`src/rtl/core/sfe_pkg.sv`:
```
// Shared types, codes and the CRC-8/SMBUS byte update for the sample frame encoder.
// No dependencies; every other file of the encoder except sfe_checker imports this package.
`default_nettype none

package sfe_pkg;

	// input item kinds, carried on s_tuser
	localparam logic ITEM_START  = 1'b0;
	localparam logic ITEM_SAMPLE = 1'b1;

	// configuration register indexes (byte address 4 * index)
	localparam logic [1:0] REG_SYNC_FIRST  = 2'd0;
	localparam logic [1:0] REG_SYNC_SECOND = 2'd1;
	localparam logic [1:0] REG_FRAME_TYPE  = 2'd2;

	localparam logic [7:0] SYNC_FIRST_RST  = 8'hAA;
	localparam logic [7:0] SYNC_SECOND_RST = 8'h55;
	localparam logic [7:0] FRAME_TYPE_RST  = 8'h01;

	localparam logic [7:0] CRC_POLY = 8'h07;
	localparam logic [7:0] CRC_INIT = 8'h00;

	// byte positions within a header job and a data job
	localparam logic [2:0] HDR_SYNC1  = 3'd0;
	localparam logic [2:0] HDR_SYNC2  = 3'd1;
	localparam logic [2:0] HDR_TYPE   = 3'd2;
	localparam logic [2:0] HDR_LEN_LO = 3'd3;
	localparam logic [2:0] HDR_LEN_HI = 3'd4;
	localparam logic [2:0] HDR_SEQ    = 3'd5;
	localparam logic [2:0] HDR_CRC    = 3'd6;
	localparam logic [2:0] DAT_LO     = 3'd0;
	localparam logic [2:0] DAT_HI     = 3'd1;
	localparam logic [2:0] DAT_CRC    = 3'd2;

	localparam int QUEUE_DEPTH = 2;

	// one job handed from the front end to the byte serialiser
	typedef struct packed {
		logic        is_hdr;   // header job, else two data bytes
		logic        with_crc; // close the frame with its CRC byte
		logic [7:0]  seq;      // sequence byte (header jobs)
		logic [15:0] word;     // length in bytes (header) or sample (data)
	} sfe_cmd_t;

	typedef struct packed {
		logic [7:0] sync_first;
		logic [7:0] sync_second;
		logic [7:0] frame_type;
	} sfe_cfg_t;

	// fold one byte into a CRC-8/SMBUS value, msb first
	function automatic logic [7:0] crc8_add(input logic [7:0] crc, input logic [7:0] data);
		logic [7:0] c;
		c = crc ^ data;
		for (int b = 0; b < 8; b++) begin
			c = c[7] ? ((c << 1) ^ CRC_POLY) : (c << 1);
		end
		return c;
	endfunction

endpackage

`default_nettype wire

```
`src/rtl/core/sfe_regs.sv`:
```
// APB-style configuration registers: sync bytes and frame type.
// Depends on sfe_pkg for register indexes, reset values and sfe_cfg_t.
`default_nettype none

module sfe_regs (
	input  wire logic            clk,
	input  wire logic            arst_n,
	input  wire logic            psel,
	input  wire logic            penable,
	input  wire logic            pwrite,
	input  wire logic [3:0]      paddr,
	input  wire logic [31:0]     pwdata,
	output logic      [31:0]     prdata,
	output logic                 pready,
	output sfe_pkg::sfe_cfg_t    cfg
);
	import sfe_pkg::*;

	sfe_cfg_t cfg_q;
	logic     wr_en;

	assign pready = 1'b1;
	assign wr_en  = psel && penable && pwrite;
	assign cfg    = cfg_q;

	// write on the access phase
	always_ff @(posedge clk or negedge arst_n) begin
		if (!arst_n) begin
			cfg_q.sync_first  <= SYNC_FIRST_RST;
			cfg_q.sync_second <= SYNC_SECOND_RST;
			cfg_q.frame_type  <= FRAME_TYPE_RST;
		end else if (wr_en) begin
			case (paddr[3:2])
				REG_SYNC_FIRST:  cfg_q.sync_first  <= pwdata[7:0];
				REG_SYNC_SECOND: cfg_q.sync_second <= pwdata[7:0];
				REG_FRAME_TYPE:  cfg_q.frame_type  <= pwdata[7:0];
				default: ;
			endcase
		end
	end

	// read back
	always_comb begin
		case (paddr[3:2])
			REG_SYNC_FIRST:  prdata = {24'd0, cfg_q.sync_first};
			REG_SYNC_SECOND: prdata = {24'd0, cfg_q.sync_second};
			REG_FRAME_TYPE:  prdata = {24'd0, cfg_q.frame_type};
			default:         prdata = 32'd0;
		endcase
	end

endmodule

`default_nettype wire

```
`src/rtl/core/sfe_front.sv`:
```
// Front end: accepts start and sample items, tracks the open frame and posts jobs.
// Depends on sfe_pkg for command codes and sfe_cmd_t.
`default_nettype none

module sfe_front #(
	parameter int MAX_SAMPLES = 1024
) (
	input  wire logic               clk,
	input  wire logic               arst_n,
	input  wire logic               s_tvalid,
	output logic                    s_tready,
	input  wire logic [31:0]        s_tdata,
	input  wire logic               s_tuser,
	input  wire logic               q_full,
	output logic                    push,
	output sfe_pkg::sfe_cmd_t       push_data
);
	import sfe_pkg::*;

	logic [15:0] samples_left_q;
	logic        dropping_q;
	logic [7:0]  seq_q;

	logic [15:0] count;
	logic [15:0] sample;
	logic        accept;
	logic        too_big;
	logic        last_sample;

	assign count       = s_tdata[15:0];
	assign sample      = s_tdata[31:16];
	assign s_tready    = !q_full;
	assign accept      = s_tvalid && s_tready;
	assign too_big     = count > 16'(MAX_SAMPLES);
	assign last_sample = samples_left_q == 16'd1;

	// classify the item and build its job
	always_comb begin
		push      = 1'b0;
		push_data = '0;
		if (s_tuser == ITEM_START) begin
			push_data.is_hdr   = 1'b1;
			push_data.with_crc = count == 16'd0;
			push_data.seq      = seq_q;
			push_data.word     = {count[14:0], 1'b0};
			push               = accept && !too_big;
		end else begin
			push_data.is_hdr   = 1'b0;
			push_data.with_crc = last_sample;
			push_data.word     = sample;
			push               = accept && samples_left_q != 16'd0 && !dropping_q;
		end
	end

	// advance frame state
	always_ff @(posedge clk or negedge arst_n) begin
		if (!arst_n) begin
			samples_left_q <= 16'd0;
			dropping_q     <= 1'b0;
			seq_q          <= 8'd0;
		end else if (accept) begin
			if (s_tuser == ITEM_START) begin
				samples_left_q <= count;
				dropping_q     <= too_big;
				if (!too_big) begin
					seq_q <= seq_q + 8'd1;
				end
			end else if (samples_left_q != 16'd0) begin
				samples_left_q <= samples_left_q - 16'd1;
				if (last_sample) begin
					dropping_q <= 1'b0;
				end
			end
		end
	end

endmodule

`default_nettype wire

```
`src/rtl/core/sfe_queue.sv`:
```
// Short job queue between the front end and the byte serialiser.
// Depends on sfe_pkg for sfe_cmd_t and QUEUE_DEPTH.
`default_nettype none

module sfe_queue (
	input  wire logic               clk,
	input  wire logic               arst_n,
	input  wire logic               push,
	input  sfe_pkg::sfe_cmd_t       push_data,
	output logic                    full,
	input  wire logic               pop,
	output logic                    head_valid,
	output sfe_pkg::sfe_cmd_t       head
);
	import sfe_pkg::*;

	localparam int PTR_W = (QUEUE_DEPTH > 1) ? $clog2(QUEUE_DEPTH) : 1;
	localparam int CNT_W = $clog2(QUEUE_DEPTH + 1);

	sfe_cmd_t         mem_q [QUEUE_DEPTH];
	logic [PTR_W-1:0] wr_ptr_q;
	logic [PTR_W-1:0] rd_ptr_q;
	logic [CNT_W-1:0] count_q;
	logic             do_push;
	logic             do_pop;

	assign full       = count_q == CNT_W'(QUEUE_DEPTH);
	assign head_valid = count_q != '0;
	assign head       = mem_q[rd_ptr_q];
	assign do_push    = push && !full;
	assign do_pop     = pop && head_valid;

	// store entries
	always_ff @(posedge clk) begin
		if (do_push) begin
			mem_q[wr_ptr_q] <= push_data;
		end
	end

	// move pointers and fill level
	always_ff @(posedge clk or negedge arst_n) begin
		if (!arst_n) begin
			wr_ptr_q <= '0;
			rd_ptr_q <= '0;
			count_q  <= '0;
		end else begin
			if (do_push) begin
				wr_ptr_q <= (wr_ptr_q == PTR_W'(QUEUE_DEPTH - 1)) ? '0 : wr_ptr_q + 1'b1;
			end
			if (do_pop) begin
				rd_ptr_q <= (rd_ptr_q == PTR_W'(QUEUE_DEPTH - 1)) ? '0 : rd_ptr_q + 1'b1;
			end
			if (do_push && !do_pop) begin
				count_q <= count_q + 1'b1;
			end else if (do_pop && !do_push) begin
				count_q <= count_q - 1'b1;
			end
		end
	end

endmodule

`default_nettype wire

```
`src/rtl/core/sfe_back.sv`:
```
// Back end: serialises queued jobs into frame bytes, keeps the running CRC.
// Depends on sfe_pkg for byte positions, crc8_add, sfe_cmd_t and sfe_cfg_t.
`default_nettype none

module sfe_back (
	input  wire logic               clk,
	input  wire logic               arst_n,
	input  wire logic               head_valid,
	input  sfe_pkg::sfe_cmd_t       head,
	output logic                    pop,
	input  sfe_pkg::sfe_cfg_t       cfg,
	output logic                    m_tvalid,
	input  wire logic               m_tready,
	output logic [7:0]              m_tdata,
	output logic                    m_tlast,
	output logic                    m_tuser
);
	import sfe_pkg::*;

	logic [2:0] idx_q;
	logic [7:0] crc_q;
	logic       out_valid_q;
	logic [7:0] out_byte_q;
	logic       out_frame_end_q;
	logic       out_run_end_q;

	logic [2:0] last_idx;
	logic [7:0] cur_byte;
	logic       cur_crc;
	logic       covered;
	logic       load;

	assign m_tvalid = out_valid_q;
	assign m_tdata  = out_byte_q;
	assign m_tlast  = out_frame_end_q;
	assign m_tuser  = out_run_end_q;

	assign load = head_valid && (!out_valid_q || m_tready);
	assign pop  = load && idx_q == last_idx;

	// pick the byte at the current position of the head job
	always_comb begin
		cur_byte = crc_q;
		covered  = 1'b0;
		if (head.is_hdr) begin
			last_idx = head.with_crc ? HDR_CRC : HDR_SEQ;
			covered  = idx_q inside {[HDR_TYPE:HDR_SEQ]};
			case (idx_q)
				HDR_SYNC1:  cur_byte = cfg.sync_first;
				HDR_SYNC2:  cur_byte = cfg.sync_second;
				HDR_TYPE:   cur_byte = cfg.frame_type;
				HDR_LEN_LO: cur_byte = head.word[7:0];
				HDR_LEN_HI: cur_byte = head.word[15:8];
				HDR_SEQ:    cur_byte = head.seq;
				default:    cur_byte = crc_q;
			endcase
		end else begin
			last_idx = head.with_crc ? DAT_CRC : DAT_HI;
			covered  = idx_q inside {DAT_LO, DAT_HI};
			case (idx_q)
				DAT_LO:  cur_byte = head.word[7:0];
				DAT_HI:  cur_byte = head.word[15:8];
				default: cur_byte = crc_q;
			endcase
		end
		cur_crc = head.with_crc && idx_q == last_idx;
	end

	// step through the job and fold covered bytes into the CRC
	always_ff @(posedge clk or negedge arst_n) begin
		if (!arst_n) begin
			idx_q       <= 3'd0;
			crc_q       <= CRC_INIT;
			out_valid_q <= 1'b0;
		end else begin
			if (load) begin
				out_valid_q <= 1'b1;
				idx_q       <= pop ? 3'd0 : idx_q + 3'd1;
				if (head.is_hdr && idx_q == HDR_SYNC1) begin
					crc_q <= CRC_INIT;
				end else if (covered) begin
					crc_q <= crc8_add(crc_q, cur_byte);
				end
			end else if (m_tready) begin
				out_valid_q <= 1'b0;
			end
		end
	end

	// output beat payload
	always_ff @(posedge clk) begin
		if (load) begin
			out_byte_q      <= cur_byte;
			out_frame_end_q <= cur_crc;
			out_run_end_q   <= idx_q == last_idx;
		end
	end

endmodule

`default_nettype wire

```
`src/rtl/core/sample_frame_encoder_crc8.sv`:
```
// Sample frame encoder: sync, type, length, sequence, samples, CRC-8/SMBUS byte stream.
// An item's first byte passes the job queue and then the output register before it is shown.
// Output runs at one byte per cycle while m_tready is high; a sample is 2 bytes (3 with CRC),
// a start 6 or 7; the 2-entry job queue takes new items until full while earlier ones are serialised.
// Reset (arst_n low) clears frame state, sequence number and queue; registers take defaults.
// Depends on sfe_pkg, sfe_regs, sfe_front, sfe_queue and sfe_back.
`default_nettype none

module sample_frame_encoder_crc8 #(
	parameter int MAX_SAMPLES = 1024
) (
	input  wire logic        clk,
	input  wire logic        arst_n,
	// slave side
	input  wire logic        s_tvalid,
	output logic             s_tready,
	input  wire logic [31:0] s_tdata,  // [15:0] sample_count, [31:16] sample_value
	input  wire logic        s_tuser,  // [0] cmd
	// master side
	output logic             m_tvalid,
	input  wire logic        m_tready,
	output logic [7:0]       m_tdata,  // [7:0] out_byte
	output logic             m_tlast,  // frame_end
	output logic             m_tuser,  // [0] run_end
	// configuration
	input  wire logic        psel,
	input  wire logic        penable,
	input  wire logic        pwrite,
	input  wire logic [3:0]  paddr,
	input  wire logic [31:0] pwdata,
	output logic      [31:0] prdata,
	output logic             pready
);
	import sfe_pkg::*;

	sfe_cfg_t cfg;
	sfe_cmd_t push_data;
	sfe_cmd_t head;
	logic     push;
	logic     q_full;
	logic     pop;
	logic     head_valid;

	sfe_regs u_regs (
		.clk     (clk),
		.arst_n  (arst_n),
		.psel    (psel),
		.penable (penable),
		.pwrite  (pwrite),
		.paddr   (paddr),
		.pwdata  (pwdata),
		.prdata  (prdata),
		.pready  (pready),
		.cfg     (cfg)
	);

	sfe_front #(
		.MAX_SAMPLES (MAX_SAMPLES)
	) u_front (
		.clk       (clk),
		.arst_n    (arst_n),
		.s_tvalid  (s_tvalid),
		.s_tready  (s_tready),
		.s_tdata   (s_tdata),
		.s_tuser   (s_tuser),
		.q_full    (q_full),
		.push      (push),
		.push_data (push_data)
	);

	sfe_queue u_queue (
		.clk        (clk),
		.arst_n     (arst_n),
		.push       (push),
		.push_data  (push_data),
		.full       (q_full),
		.pop        (pop),
		.head_valid (head_valid),
		.head       (head)
	);

	sfe_back u_back (
		.clk        (clk),
		.arst_n     (arst_n),
		.head_valid (head_valid),
		.head       (head),
		.pop        (pop),
		.cfg        (cfg),
		.m_tvalid   (m_tvalid),
		.m_tready   (m_tready),
		.m_tdata    (m_tdata),
		.m_tlast    (m_tlast),
		.m_tuser    (m_tuser)
	);

endmodule

`default_nettype wire

```
`config.mk`:
```
export PLATFORM = sky130hd
export DESIGN_NAME = sample_frame_encoder_crc8
export DESIGN_NICKNAME = d
export VERILOG_FILES = /design/src/rtl/core/sfe_pkg.sv /design/src/rtl/core/sfe_regs.sv /design/src/rtl/core/sfe_front.sv /design/src/rtl/core/sfe_queue.sv /design/src/rtl/core/sfe_back.sv /design/src/rtl/core/sample_frame_encoder_crc8.sv
export SDC_FILE = /design/constraint.sdc
export NUM_CORES = 1
export LEC_CHECK = 0
export ABC_AREA = 1
export BUFFER_PORTS_ARGS = -buffer_cell sky130_fd_sc_hd__buf_2
export CAP_MARGIN = 20
export CORE_ASPECT_RATIO = 0.5
export CORE_MARGIN = 8
export CORE_UTILIZATION = 50
export CTS_BUF_LIST = sky130_fd_sc_hd__clkbuf_16
export DETAILED_ROUTE_END_ITERATION = 12
export PLACE_DENSITY = 0.72
export SLEW_MARGIN = 20
export SYNTH_ARGS = -nofsm -noshare
export SYNTH_HDL_FRONTEND = slang
export SYNTH_SLANG_ARGS = --single-unit
```
`constraint.sdc`:
```
create_clock -name clk -period 8 [get_ports clk]
set_clock_uncertainty 0.05 [all_clocks]
set_input_delay 0 -clock clk [delete_from_list [all_inputs] [get_ports clk]]
set_output_delay 0 -clock clk [all_outputs]
set_load 0.02 [all_outputs]
```
==> results.md <==
- Clock Sinks: ~130
- Worst Path Max Fanout: 27
- Post-Syn Area: 0.00723 mm^2
- FF-to-FF End: u_queue.count_q[1]
- Largest net degree at the start of global routing: 66
- Drt drc: 0
- Max Root-Sink Buffers: 2
- Critical Path Start: u_queue.rd_ptr_q
- Crit start category: register
- Total Nets Final: 1121
- CTS tree: yes
- Normalized max-slew margin: 32.8%
- Yosys warns: 0
- Max cap viols: 0
- Critical Path AT: 3270 ps
- Hold Vio Cnt, Final: 0
- Yosys top cell by area: edfxtp_1
- Sum Neg Setup Slack: 0 ps
- Area Growth Syn to Fin: 21.6%
- Final Routed Wirelength: 19200 um
- Critical path type: reg2reg
- Worst-path cell chain: inv_6 -> nand2_4 -> nand2_8 -> xor2_1 -> a21oi_1 -> nand2_1 -> ha_1 -> a21oi_1 -> o21ai_0 -> xor2_1
- Post-synth cell types: 43
- Die ar.: between 0.015 and 0.02 mm^2
- Clock-pin transition on the worst setup and hold timing paths: 60 ps
- DR vias: 6528
- Final setup fails: 0
- CTS root buffer: clkbuf_16
- Chip height: roughly 100 um
- Leakage power: 4.25 nW
- Routability Congestion: approximately 0.86
- Drt first-iter violations: about 630
- Total global-route track usage: 21.0%
- CTS buffer count: 17
- Post-synth top flop: edfxtp_1
- Cell Rows: 31
- Multi-input logic area: 0.00310 mm^2
- Sequential share of the synthesized area: between 40% and 50%
- Fin crit share: approximately 38%
- CP Data Required Time: 8250 ps
- Fin util: 61.4%
- Antenna Nets Post-Route: 0
- FF-to-FF path depth: 10
- Ports: between 100 and 150
- Worst-Margin Slew: 1010 ps
- Largest delay share family, worst path: flip-flops
- Post-synth EDFFs: 62
- Gr ovfl total: 0
- Drt wl/cell: 15.4 um
- Worst Hold End: u_front.dropping_q
- Most common cell in the synthesized netlist: nand2_1
- # H-tree levels: 4
- IO Port Bufs: 69
- Slew Limit Fails: 0
- Via-per-instance ratio: about 5.2
- DR pass1 iterations: 8
- Synth area leaders: edfxtp_1 26%, dfrtp_1 19%, nand2_1 17%
- Pre-CTS setup slack: around 5000 ps
- DP HPWL: about 13000 um
- Hold Path Origin: s_tvalid
- Top cell type's share of synthesized area: roughly a quarter
- Final Hold Slack: 7.67 ps
- Slowest cell on crit path: dfrtp_1
- Fmax: 331 MHz
- Die width: 186 um
- Buffer and inverter count on the worst path: 1
- R2R setup slack: 4980 ps
- Hold Crit Class: in2reg
- Worst flop-to-flop path startpoint: u_queue.rd_ptr_q
- RSZ-0062 raised after global routing: no
- Fraction of registers with async set/reset: 51.2%
- Clock latency at the later pin of the worst-skew pair: ~430 ps
- Status: complete, no violations
- Core area: 0.0143 mm^2
- Worst Hold Depth: 5
- Tmin final: 3020 ps
- Synthesized instance count: ~900
- Initial antenna violation count: 1
- Register bit total from synthesis: ~130
- Worst Slack Setup Final: 4980 ps
- Crit path capture type: register
- Power per standard cell area: around 380 mW/mm^2
- Peak supply drop: around 0.00020 V
- Total power: 0.00338 W
- Seq. cell area: between 0.003 and 0.004 mm^2
- Post-synth top cells: 326 x nand2_1, 90 x inv_1, 71 x nand3_1
- Post-Syn Area per Cell: 7.92 um^2
- Filler cell count: 1213
- First-pass GRT wire length: 31200 um
- Initial Util: 50.5%
- CP max stage delay: 1000 ps
- Post-CTS sizing: 0
- Vias in the first global route: 6490
- Layout cell share with drive strength beyond 1: 14.7%
-- worst register-to-register path: stages, from the launching register on --
cell and delay (ps):
dfrtp_1 1000, inv_6 250, nand2_4 170, nand2_8 90
xor2_1 170, a21oi_1 270, nand2_1 150, ha_1 350
a21oi_1 130, o21ai_0 120, xor2_1 150
-- cell usage in the layout (no fill, tap or decap), types with 6 or more instances in the layout --
master         synthesis  final
inv_2                  9      9
edfxtp_1              62     62
buf_2                  4     69
nor2_1                59     57
clkbuf_16              0     17
nand3_1               71     71
conb_1                 2     25
xor2_1                11     11
a21oi_1               21     21
ha_1                  11     11
dlygate4sd3_1          0     53
nand2_1              326    326
dfstp_2                9      9
o21ai_0               56     56
dfrtp_1               56     56
a31oi_1                9      9
o21ai_1               15     15
nand4_1                7      7
inv_1                 90     91
nor3_1                 6      6
nand2_2               17     17
-- worst max path at each step --
stage,to,slack (ps),cells past startpoint
floorplan,u_queue.mem_q[1][0],5180,11
global placement,u_queue.count_q[1],5040,10
detailed placement,u_queue.count_q[1],4930,10
CTS,u_queue.count_q[1],4950,10
global route,u_queue.count_q[1],4740,10
finish,u_queue.count_q[1],4980,10
-- layer usage --
metal / GRT usage [%] / wire [um] / up-vias
met1: 25.7 / 7960 / 3023
met4: 10.4 / 628 / 0
met2: 35.2 / 9190 / 297
met3: 4.32 / 1400 / 71
met5: 0 / 0 / -
li1: - / - / 3137
-- logic make-up after synthesis --
group                    count (synthesis)  share of synthesized area (%)
AND/OR/NAND/NOR                        498                           29.3
buffers and inverters                  148                           9.96
flip-flops                             127                           48.4
AO/OA/AOI/OAI                          112                           8.51
XOR/XNOR                                15                           1.82
adder cells (fa/ha/maj)                 11                           1.90
other                                    2                          0.104
-- registers in the layout, summed over array words and instances (netlist names) --
| register | flops |
|---|---|
| u_queue.rd_ptr_q | 1 |
| u_front.dropping_q | 1 |
| u_back.idx_q | 3 |
| u_back.m_tvalid | 1 |
| u_front.seq_q | 8 |
| u_queue.mem_q | 52 |
| u_back.m_tdata | 8 |
| u_queue.count_q | 2 |
| u_back.crc_q | 8 |
| u_back.m_tlast | 1 |
| u_queue.wr_ptr_q | 1 |
| u_regs.cfg | 24 |
| u_front.samples_left_q | 16 |
| u_back.m_tuser | 1 |
-- area by class of cell --
type | instances | share of cell area [%]
well taps | 198 | 2.82
clock buffers | 17 | 4.84
clock inverters | 15 | 2.48
inverters | 101 | 4.42
flip-flops and latches | 127 | 39.8
diodes | 2 | 0.0569
multi-input cells | 661 | 35.3
repair buffers | 126 | 10.3
-- stage by stage --
step | instances | cell area, um^2
floorplan | 936 | 7320
global placement | 1160 | 7620
detailed placement | 1160 | 7620
CTS | 1245 | 8790
global route | 1246 | 8790
finish | 1247 | 8790
-- power by group --
group / total [W] / internal (W) / leakage [nW] / switching [W]
sequential: 0.00104 / 0.000887 / 1.34 / 0.000152
combinational: 0.00149 / 0.000481 / 2.59 / 0.00101
clock: 0.000858 / 0.000553 / 0.315 / 0.000306
-- repair_timing --
item                      in CTS  in global routing
buffers inserted               0                  0
hold buffers                  53                  0
hold endpoints to repair     130                  0
(Power assumes the default switching activity.)
